[src/rtl/gsc_sqrt_pipe.sv]
// ----------------------------------------------------------------------------
// gsc_sqrt_pipe: pipelined integer square root.
// Restoring digit-by-digit root, one result bit per stage, with a sideband
// that travels alongside each item.
// ----------------------------------------------------------------------------
module gsc_sqrt_pipe #(
    parameter int RB = 56,
    parameter int TW = 1
) (
    input  logic               clk,
    input  logic               rst_n,
    input  logic               en,
    input  logic               in_valid,
    input  logic [RB-1:0]      rad,
    input  logic [TW-1:0]      tag_in,
    output logic               out_valid,
    output logic [RB/2-1:0]    root,
    output logic [TW-1:0]      tag_out
);
    localparam int HW  = RB / 2;
    localparam int RMW = HW + 2;

    logic            vld_reg  [HW];
    logic [RB-1:0]   rad_reg  [HW];
    logic [RMW-1:0]  rem_reg  [HW];
    logic [HW-1:0]   root_reg [HW];
    logic [TW-1:0]   tag_reg  [HW];

    for (genvar k = 0; k < HW; k++) begin : g_stage
        logic           vld_prev;
        logic [RB-1:0]  rad_prev;
        logic [RMW-1:0] rem_prev;
        logic [HW-1:0]  root_prev;
        logic [TW-1:0]  tag_prev;
        logic [RMW+1:0] cat;
        logic [RMW+1:0] trial;
        logic           ge;

        if (k == 0) begin : g_first
            assign vld_prev  = in_valid;
            assign rad_prev  = rad;
            assign rem_prev  = '0;
            assign root_prev = '0;
            assign tag_prev  = tag_in;
        end
        else begin : g_next
            assign vld_prev  = vld_reg[k-1];
            assign rad_prev  = rad_reg[k-1];
            assign rem_prev  = rem_reg[k-1];
            assign root_prev = root_reg[k-1];
            assign tag_prev  = tag_reg[k-1];
        end

        // Bring down two radicand bits and try the next root bit.
        assign cat   = {rem_prev, rad_prev[RB-1 -: 2]};
        assign trial = (RMW+2)'({root_prev, 2'b01});
        assign ge    = (cat >= trial);

        always_ff @(posedge clk or negedge rst_n)
        begin
            if (!rst_n)
            begin
                vld_reg[k] <= 1'b0;
            end
            else if (en)
            begin
                vld_reg[k] <= vld_prev;
            end
        end

        always_ff @(posedge clk)
        begin
            if (en)
            begin
                rad_reg[k]  <= {rad_prev[RB-3:0], 2'b00};
                rem_reg[k]  <= ge ? RMW'(cat - trial) : RMW'(cat);
                root_reg[k] <= HW'({root_prev, ge});
                tag_reg[k]  <= tag_prev;
            end
        end
    end

    assign out_valid = vld_reg[HW-1];
    assign root      = root_reg[HW-1];
    assign tag_out   = tag_reg[HW-1];

endmodule

[config.mk]
export PLATFORM = sky130hd
export DESIGN_NAME = gsc_sqrt_pipe
export DESIGN_NICKNAME = d
export VERILOG_FILES = /design/src/rtl/gsc_sqrt_pipe.sv
export SDC_FILE = /design/constraint.sdc
export NUM_CORES = 2
export LEC_CHECK = 0
export ABC_AREA = 1
export BUFFER_PORTS_ARGS = -buffer_cell sky130_fd_sc_hd__buf_2
export CAP_MARGIN = 0
export CORE_ASPECT_RATIO = 1.75
export CORE_MARGIN = 2
export CORE_UTILIZATION = 35
export DETAILED_ROUTE_END_ITERATION = 8
export PLACE_DENSITY = 0.5
export SYNTH_ARGS = -nofsm -noshare
export SYNTH_HDL_FRONTEND = slang
export SYNTH_SLANG_ARGS = --single-unit
[constraint.sdc]
create_clock -name clk -period 2.8 [get_ports clk]
set_input_delay 0.56 -clock clk [delete_from_list [all_inputs] [get_ports clk]]
set_output_delay 0.56 -clock clk [all_outputs]
set_load 0.05 [all_outputs]
==> results.md <==
* Worst path most repeated cell: a21oi_1
* Yosys warns at 0
* Tightest Pin Transition at between 0.8 and 0.9 ns
* R2r worst-path depth at 10
* Initial antenna violation count at 7
* Max-cap viol count at 0
* Register area share after synthesis at 0.557
* Root Buffer: clkbuf_16
* P_leak at 55.5 nW
* Row cnt at ~270
* Yosys reg bits at 1986
* # H-tree levels at 4
* Largest family of logic cells by synthesized area: simple AND/OR/NAND/NOR gates
* Power after layout at slightly below 90 mW
* Post-synth ARST share at 0.0141
* Worst R2R Start: rem_reg[5][49]$_DFFE_PP_
* Met3 WL at approximately 8.5 mm
* Area grow syn2layout at 15.4%
* Peak VDD IR at 0.589 mV
* Critical path arrival at about 3.3 ns
* Vias/cell at approximately 4.8
* Worst EP required at roughly 3.4 ns
* Number of I/O pins at between 90 and 100
* Number of synthesized flops with an enable pin at 1958
* Crit path largest cell delay at roughly 0.46 ns
* Die W at approximately 420 um
* Startpoint types: register
* CP Cell Sequence: ha_1 -> a21oi_1 -> o21ai_0 -> a21oi_1 -> buf_4 -> nand4_2 -> buf_4 -> inv_2 -> buf_12 -> a21oi_1
* Status: finished, final reports clean
* Cell Area, Placed at about 120000 um2
* Final setup fails at 0
* Relative slew slack at 0.441
* Critical-path top delay cell: edfxtp_1
* Cell total after placement at ~17000
* Initial core utilization at 0.351
* Largest net degree at the start of global routing at around 120
* CTS tree: done
* Worst path depth at 10
* Grt total ovfl at 0
* Post-synthesis mux area share at 0
* Pwr Density at 707 nW/um2
* Max layer used: met4
* Crit path buffers/inverters at 4
* Synth Area in Compound Gates at 0.0462
* Worst hold path type: in -> async
* Place WS at -0.124 ns
* WL per Instance at a little over 20 um
* Largest register FFs at around 770
* IO Port Bufs at 90
* Critical path type: reg -> reg
* TritonCTS Buffers at approximately 210
* Routed wl met2 at 201 mm
* Max Slew Vio Count at 0
* First-pass GRT wire length at a little over 500 mm
* DRC Markers at 0
* Final instance area at roughly 120000 um2
* Worst skew pair latency at just under 0.9 ns
* Unique masters post-synth at between 50 and 60
* Final Non-Filler Cells at ~17000
* Initial drt markers at 4449
* Die area at 310000 um2
* CTS clk-pin slew, worst paths at 0.06 ns
* Vias at about 81000
* Highest Clock Rate at approximately 0.37 GHz
* Die Y at between 700 and 800 um
* Setup WS post-layout at between 0.07 and 0.08 ns
* Delay-heaviest family, CP: compound AO/OA/AOI/OAI gates
* Commonest cells after routing, fill and taps aside: nand2_1, inv_1, edfxtp_1, nor2_1, nand3_1
* RSZ-0062 raised after global routing: yes
* Synthesized area per cell at 8.85 um2
* Mapped Area at about 110000 um2
* Reg2reg end: rem_reg[5][87]$_DFFE_PP_
* Vias in the first global route at about 85000
* Max clock buf depth at 4
* Reg2reg setup slack at 0.08 ns
* TritonRoute pass-1 iters at 6
* Mapped Cells at between 10000 and 15000
* Most common cell after layout, fill and taps aside: nand2_1
* Minimum clock period at 2.72 ns
* Clock skew at 0.0628 ns
* Crit path capture type: register
* Remaining antenna violation count at 0
* GPL Wtd Cong at a little under 1
* Total nets after synthesis at between 10000 and 15000
* Nets@finish at approximately 13000
* Synth Flop Type: edfxtp_1
* Simple-Gate Fraction of Synth Area at 0.239
* Core ar. at 304000 um2
* Worst-path maximum fanout at 24
* Share of cells above drive strength 1 at 0.0794
* CTS sink cnt at slightly below 2000
* Hpwl dp at ~290 mm
* Final Hold Viols at 0
* Synth Area in XOR/XNOR at 0.0246
* Period utilisation layout at 0.972
* Final Routed Wirelength at ~350 mm
* WL met1 at ~110 mm
* Synth Area in Adders at 0.0511
* GRT Total Usage at 0.225
==> layout make-up <==
class	instances	area, um2
antenna	1	2.50
clock buffer	232	5300
clock inverter	140	1510
fill	30500	181000
inverter	2136	8030
multi-input combinational	7843	38600
sequential	1986	59500
tap	4050	5070
timing repair buffer	592	5230
==> worst max-delay path by stage <==
stage / startpoint / to
5_1_grt: rem_reg[5][18]$_DFFE_PP_ / rem_reg[5][45]$_DFFE_PP_
4_1_cts: rem_reg[5][18]$_DFFE_PP_ / rem_reg[5][45]$_DFFE_PP_
3_5_place_dp: rem_reg[3][103]$_DFFE_PP_ / rem_reg[4][1]$_DFFE_PP_
6_report: rem_reg[5][49]$_DFFE_PP_ / rem_reg[5][87]$_DFFE_PP_
2_1_floorplan: rem_reg[6][1]$_DFFE_PP_ / rem_reg[6][30]$_DFFE_PP_
3_3_place_gp: root_reg[15][14]$_DFFE_PP_ / rem_reg[4][5]$_DFFE_PP_
==> kinds of logic (layout without fill, tap and decap cells) <==
logic type      Yosys count  after routing
compound gates          928            928
xor+xnor                300            300
fa+ha+maj               436            436
buf+inv                2242           3100
flops                  1986           1986
other cells               1              2
simple gates           6178           6178
==> metrics by stage <==
stage                     TNS (ns)  hold slack, ns  utilization
after floorplan                  0           0.264            -
after detailed placement    -0.521           0.405        0.380
after CTS                        0           0.141        0.405
after global placement       -1.44           0.401        0.380
final                            0           0.212        0.405
after global routing       -0.0515           0.244        0.405
==> repair_timing <==
action / 4_1_cts / 5_1_grt
resized for setup: 7 / 23
endpoints found under the hold margin: 87 / 0
setup endpoints to repair: 15 / 59
hold buffers: 60 / 0
pin swaps: 0 / 2
setup buffers: 1 / 8
==> cells in the mapped netlist, types with 24 or more instances <==
master | n | area, um2
a21oi_1 | 497 | 2490
a21oi_2 | 33 | 289
and2_1 | 39 | 244
buf_2 | 48 | 240
buf_4 | 24 | 180
buf_6 | 26 | 293
dfrtp_1 | 28 | 701
edfxtp_1 | 1958 | 58800
ha_1 | 436 | 5460
inv_1 | 2110 | 7920
nand2_1 | 3953 | 14800
nand3_1 | 717 | 3590
nand3b_1 | 71 | 533
nand4_1 | 167 | 1040
nor2_1 | 947 | 3550
nor2_2 | 26 | 163
nor3_1 | 141 | 706
o21ai_0 | 310 | 1550
o21ai_1 | 25 | 125
or2_2 | 43 | 269
xnor2_1 | 101 | 885
xor2_1 | 199 | 1740
==> metal layers <==
metal / vias to the layer above / GRT usage
met5: - / 0
met4: 0 / 0.184
met3: 1025 / 0.0204
met2: 1810 / 0.461
met1: 38100 / 0.191
li1: 40500 / -
==> power by group <==
group	internal, mW	total, mW	switching [mW]
sequential	36.6	39.0	2.46
clock	16.1	28.3	12.3
combinational	6.45	19.8	13.3
No activity file was read; power rests on OpenSTA's default activity.
