### src/rtl/gsc_div_pipe.sv
// ----------------------------------------------------------------------------
// gsc_div_pipe: pipelined fractional divider.
// Gives floor(num * 2^QB / den) for num below den, one quotient bit per
// stage, with a sideband that travels alongside each item.
// ----------------------------------------------------------------------------
module gsc_div_pipe #(
    parameter int W  = 13,
    parameter int QB = 12,
    parameter int TW = 1
) (
    input  logic           clk,
    input  logic           rst_n,
    input  logic           en,
    input  logic           in_valid,
    input  logic [W-1:0]   num,
    input  logic [W-1:0]   den,
    input  logic [TW-1:0]  tag_in,
    output logic           out_valid,
    output logic [QB-1:0]  quo,
    output logic [TW-1:0]  tag_out
);
    logic           vld_reg [QB];
    logic [W-1:0]   rem_reg [QB];
    logic [W-1:0]   den_reg [QB];
    logic [QB-1:0]  q_reg   [QB];
    logic [TW-1:0]  tag_reg [QB];

    for (genvar k = 0; k < QB; k++) begin : g_stage
        logic          vld_prev;
        logic [W-1:0]  rem_prev;
        logic [W-1:0]  den_prev;
        logic [QB-1:0] q_prev;
        logic [TW-1:0] tag_prev;
        logic [W:0]    rem2;
        logic          ge;

        if (k == 0) begin : g_first
            assign vld_prev = in_valid;
            assign rem_prev = num;
            assign den_prev = den;
            assign q_prev   = '0;
            assign tag_prev = tag_in;
        end
        else begin : g_next
            assign vld_prev = vld_reg[k-1];
            assign rem_prev = rem_reg[k-1];
            assign den_prev = den_reg[k-1];
            assign q_prev   = q_reg[k-1];
            assign tag_prev = tag_reg[k-1];
        end

        // Shift the remainder and subtract the divisor when it fits.
        assign rem2 = {rem_prev, 1'b0};
        assign ge   = (rem2 >= {1'b0, den_prev});

        always_ff @(posedge clk or negedge rst_n)
        begin
            if (!rst_n)
            begin
                vld_reg[k] <= 1'b0;
            end
            else if (en)
            begin
                vld_reg[k] <= vld_prev;
            end
        end

        always_ff @(posedge clk)
        begin
            if (en)
            begin
                rem_reg[k] <= ge ? W'(rem2 - {1'b0, den_prev}) : rem2[W-1:0];
                den_reg[k] <= den_prev;
                q_reg[k]   <= QB'({q_prev, ge});
                tag_reg[k] <= tag_prev;
            end
        end
    end

    assign out_valid = vld_reg[QB-1];
    assign quo       = q_reg[QB-1];
    assign tag_out   = tag_reg[QB-1];

endmodule
### config.mk
export PLATFORM = sky130hd
export DESIGN_NAME = gsc_div_pipe
export DESIGN_NICKNAME = d
export VERILOG_FILES = /design/src/rtl/gsc_div_pipe.sv
export SDC_FILE = /design/constraint.sdc
export NUM_CORES = 1
export LEC_CHECK = 0
export ABC_AREA = 1
export BUFFER_PORTS_ARGS = -buffer_cell sky130_fd_sc_hd__buf_2
export CORE_UTILIZATION = 64
export DETAILED_ROUTE_END_ITERATION = 7
export GPL_ROUTABILITY_DRIVEN = 1
export HOLD_SLACK_MARGIN = 0.12
export MAX_ROUTING_LAYER = met4
export PLACE_DENSITY = 0.9
export SLEW_MARGIN = 40
export SYNTH_ARGS = -nofsm -noshare
export SYNTH_HDL_FRONTEND = slang
export SYNTH_SLANG_ARGS = --single-unit
export TNS_END_PERCENT = 30
### constraint.sdc
create_clock -name clk -period 2.2 [get_ports clk]
set_input_delay 0.22 -clock clk [delete_from_list [all_inputs] [get_ports clk]]
set_output_delay 0.22 -clock clk [all_outputs]
set_load 0.05 [all_outputs]
==> impl_metrics.py <==
metrics = {
    "clock_tree": {
        "cts.clk_slew.worst_paths_ns": 0.06,
        "clk_latency_ns": 0.59,
        "clkSinkCount": 388,
        "cts-htree-levels": 2,
        "clock_path_buffers": 3,
        "cts_tree": "yes",
        "cts_buffers": 42,
        "clock-root-buffer": "clkbuf_16",
    },
    "die": {
        "core_um2": 36700,
        "ios": 45,
        "fp.dieH_um": 196,
        "die-width_um": 196,
        "initial_core_util_pct": 65.3,
        "core.rowCount": 70,
        "dieArea_um2": 38200,
    },
    "yosys": {
        "synth.distinct_cells": 37,
        "yosys-mux-area-fraction_pct": 0,
        "syn_avg_cell_area_um2": 8.66,
        "synthCells": 2769,
        "synth-compound-area-share_pct": 3.29,
        "ys_seq_area_share_pct": 48.3,
        "synthesis.nets": 2966,
        "synthAdderAreaFrac_pct": 9.01,
        "ys_warn_count": 0,
        "async_reset_ff_share_pct": 3.09,
        "ys.flop_type": "edfxtp_1",
        "synth_area_um2": 24000,
        "ys_ff_latch": 388,
        "synth_top_family_by_area": "simple AND/OR/NAND/NOR gates",
        "synth_edf_count": 376,
        "synth_xor_xnor_area_share_pct": 2.48,
        "synthSimpleGateAreaFrac_pct": 25.9,
    },
    "setup_path": {
        "cpMostUsedCell": "nand2_1",
        "slowest_delay_ns": 0.41,
        "slowest_stage": "edfxtp_1",
        "crit_path_max_fanout": 10,
        "cp_data_required_time_ns": 2.52,
        "critPathArrivalTime_ns": 2.53,
        "critPathKind": "reg -> reg",
        "crit_chain": "ha_1 > nand2_1 > inv_1 > nand2_1 > nand2_1 > a21oi_4 > nand3_4 > nand2_1 > o21ai_1",
        "worst_setup_path_start_kind": "register",
        "r2r.worst_path.cells": 9,
        "endpoint_kind": "register",
    },
    "power": {
        "seqPwrFrac_pct": 34.2,
        "leakage_nw": 13.7,
        "p_sw_share_pct": 40.1,
        "comb_power_share_pct": 44.1,
        "pwr-share-clk_pct": 21.7,
        "vdd_ir_drop_max_uv": 738,
        "power_w": 0.0336,
        "power-per-cell-area_nw_per_um2": 1240,
        "switchingPower_w": 0.0135,
        "p_int_w": 0.0201,
    },
    "placed_design": {
        "placement.cell_area_um2": 25200,
        "gp_congestion": 0.955,
        "post-place-ws_ns": -0.00127,
        "port_buffers": 44,
        "dp_hpwl_um": 41600,
        "place_inst": 3320,
    },
    "grt": {
        "antenna_found_initial": 2,
        "grt_pass1_vias": 18421,
        "grt_first_pass_wirelength_um": 89300,
        "grtUsageTotal_pct": 30.6,
        "grt_overflow": 0,
        "grt_max_degree": 74,
    },
    "timing": {
        "skew_ns": 0.0368,
        "fmax_ghz": 0.454,
        "final_max_slew_viol_count": 0,
        "whs_ns": 0.252,
        "tightest_slew_ns": 0.530,
        "fin_crit_sh_pct": 100,
        "hold_violations": 0,
        "finalSetupViolCount": 1,
        "fin_crit_ns": 2.20,
        "slew_headroom_pct": 64.5,
        "postLayoutSetupSlackWorst_ns": -0.00426,
        "rsz0062_at_grt": "yes",
    },
    "final_layout": {
        "postLayoutCellArea_um2": 27100,
        "instances_no_fill": 3436,
        "area_growth_pct": 13.2,
        "final_nets": 3130,
        "layout-drive-gt1-share_pct": 12.0,
    },
    "drt": {
        "vias_per_cell": 5.45,
        "first_pass_iters": 8,
        "route.detailed.drc": 0,
        "dr_total_vias": 18728,
        "drtIter0Drc": 1411,
        "routed_wl_um": 56000,
        "ant_nets": 0,
        "wl_per_cell_um": 16.3,
    },
    "outcome": {
        "violations": "setup timing",
        "status": "finished with violations",
    },
    "min_path": {
        "hold_class": "in -> reg",
        "whs_path_depth": 6,
    },
    "flow_run": {
        "cap_violations": 0,
    },
}
path summary, 6_finish.rpt:
| path | start | end | slack, ns |
|---|---|---|---|
| worst max-delay path | rem_reg[0][8]$_DFFE_PP_ | rem_reg[0][20]$_DFFE_PP_ | -0.004 |
| worst min-delay path | num[12] | rem_reg[0][5]$_DFFE_PP_ | 0.25 |
| worst max register to register | rem_reg[0][8]$_DFFE_PP_ | rem_reg[0][20]$_DFFE_PP_ | -0.004 |
| worst min register to register | tag_reg[1][1]$_DFFE_PP_ | tag_reg[1][2]$_DFFE_PP_ | 0.42 |
| max in group asynchronous | rst_n | g_stage[5].vld_prev$_DFFE_PN0P_ | 1.16 |
| min in group asynchronous | rst_n | out_valid$_DFFE_PN0P_ | 0.69 |
stage by stage:
step	util, %	TNS [ns]
final	74.0	-0.00426
after global routing	74.0	-0.0530
after CTS	73.3	0
after detailed placement	68.6	-0.00127
after global placement	68.6	0
after floorplan	-	0
cell type report:
type                            count  area [µm²]
Timing Repair Buffer              151        1250
Clock inverter                     30         365
Clock buffer                       47        1070
Sequential cell                   388       11600
Tap cell                          468         586
Fill cell                        2528        9550
Multi-Input combinational cell   1726        9940
Inverter                          624        2340
Antenna cell                        2        5.00
power by group through the flow:
stage / Combinational (W) / Sequential, W / Clock [W]
global route: 0.0166 / 0.0116 / 0.00768
CTS: 0.0143 / 0.0114 / 0.00739
floorplan: 0.0108 / 0.0112 / 0
detailed placement: 0.0141 / 0.0116 / 0
global placement: 0.0137 / 0.0115 / 0
finish: 0.0148 / 0.0115 / 0.00728
cell usage in the layout, fill, tap and decap left out, drive strengths merged, types with 2 or more instances in the layout:
master       synthesis  final
o21ai               62     62
clkinvlp             0      4
nand2              882    882
clkbuf               2     47
nor3                 3      3
a21oi               67     67
clkinv               5     22
edfxtp             376    376
nor2               143    143
or2                  2      2
bufinv               0      6
dlygate4sd3          0     30
buf                 30    121
nand3              211    212
ha                 155    155
nand4              118    118
xor2                56     56
inv                619    622
fa                  11     11
xnor2               12     12
dfrtp               12     12
diode                0      2
what timing repair did:
action / 4_1_cts / 5_1_grt
gates resized for setup: 1 / 29
endpoints found under the hold margin: 68 / 0
hold buffers: 30 / 0
gates cloned: 0 / 1
buffers inserted: 0 / 6
pin swaps: 0 / 5
endpoints found under the setup margin: 7 / 61
cell usage after synthesis (3+ instances only):
cell,n,area share [%]
inv_1,601,9.4
nand4_1,109,2.8
nand3_2,53,2.2
nand3_1,156,3.3
o21ai_0,17,0.35
nand2_4,4,0.19
buf_6,16,0.75
nand2_1,862,13
xor2_1,56,2.0
o21ai_1,40,0.83
fa_1,11,0.92
a21oi_1,56,1.2
nand4_2,7,0.37
o21ai_2,5,0.18
nor2_4,5,0.23
nor2_1,118,1.8
nor3_1,3,0.063
edfxtp_1,376,47
nand2_2,16,0.42
xnor2_1,12,0.44
clkinv_1,5,0.078
buf_4,6,0.19
a21oi_4,9,0.61
ha_1,155,8.1
dfrtp_1,12,1.3
buf_2,6,0.13
nor2_2,20,0.52
inv_2,18,0.28
routing by layer:
metal	routed length [µm]	global-route usage (%)	vias up	share of wire (%)
met5	0	-	-	0
met4	2120	12.4	0	3.8
met3	4330	6.46	162	7.7
met2	27600	51.7	737	49
met1	21900	35.4	8637	39
li1	-	-	9192	-
kinds of logic after synthesis:
| kind of cell | after synthesis |
|---|---|
| AO/OA/AOI/OAI | 131 |
| XOR/XNOR | 68 |
| adder cells (fa/ha/maj) | 166 |
| buffers and inverters | 656 |
| flip-flops | 388 |
| AND/OR/NAND/NOR | 1360 |
worst max-delay path: cells and delay by family (launching register included):
kind                       cells  cell delay (ns)
AOI/OAI and AO/OA              2             0.35
adders and majority gates      1             0.40
buffers and inverters          1             0.09
DFF                            1             0.41
and+or+nand+nor                5             0.70
Note: power is estimated with default switching activity, not from simulation.
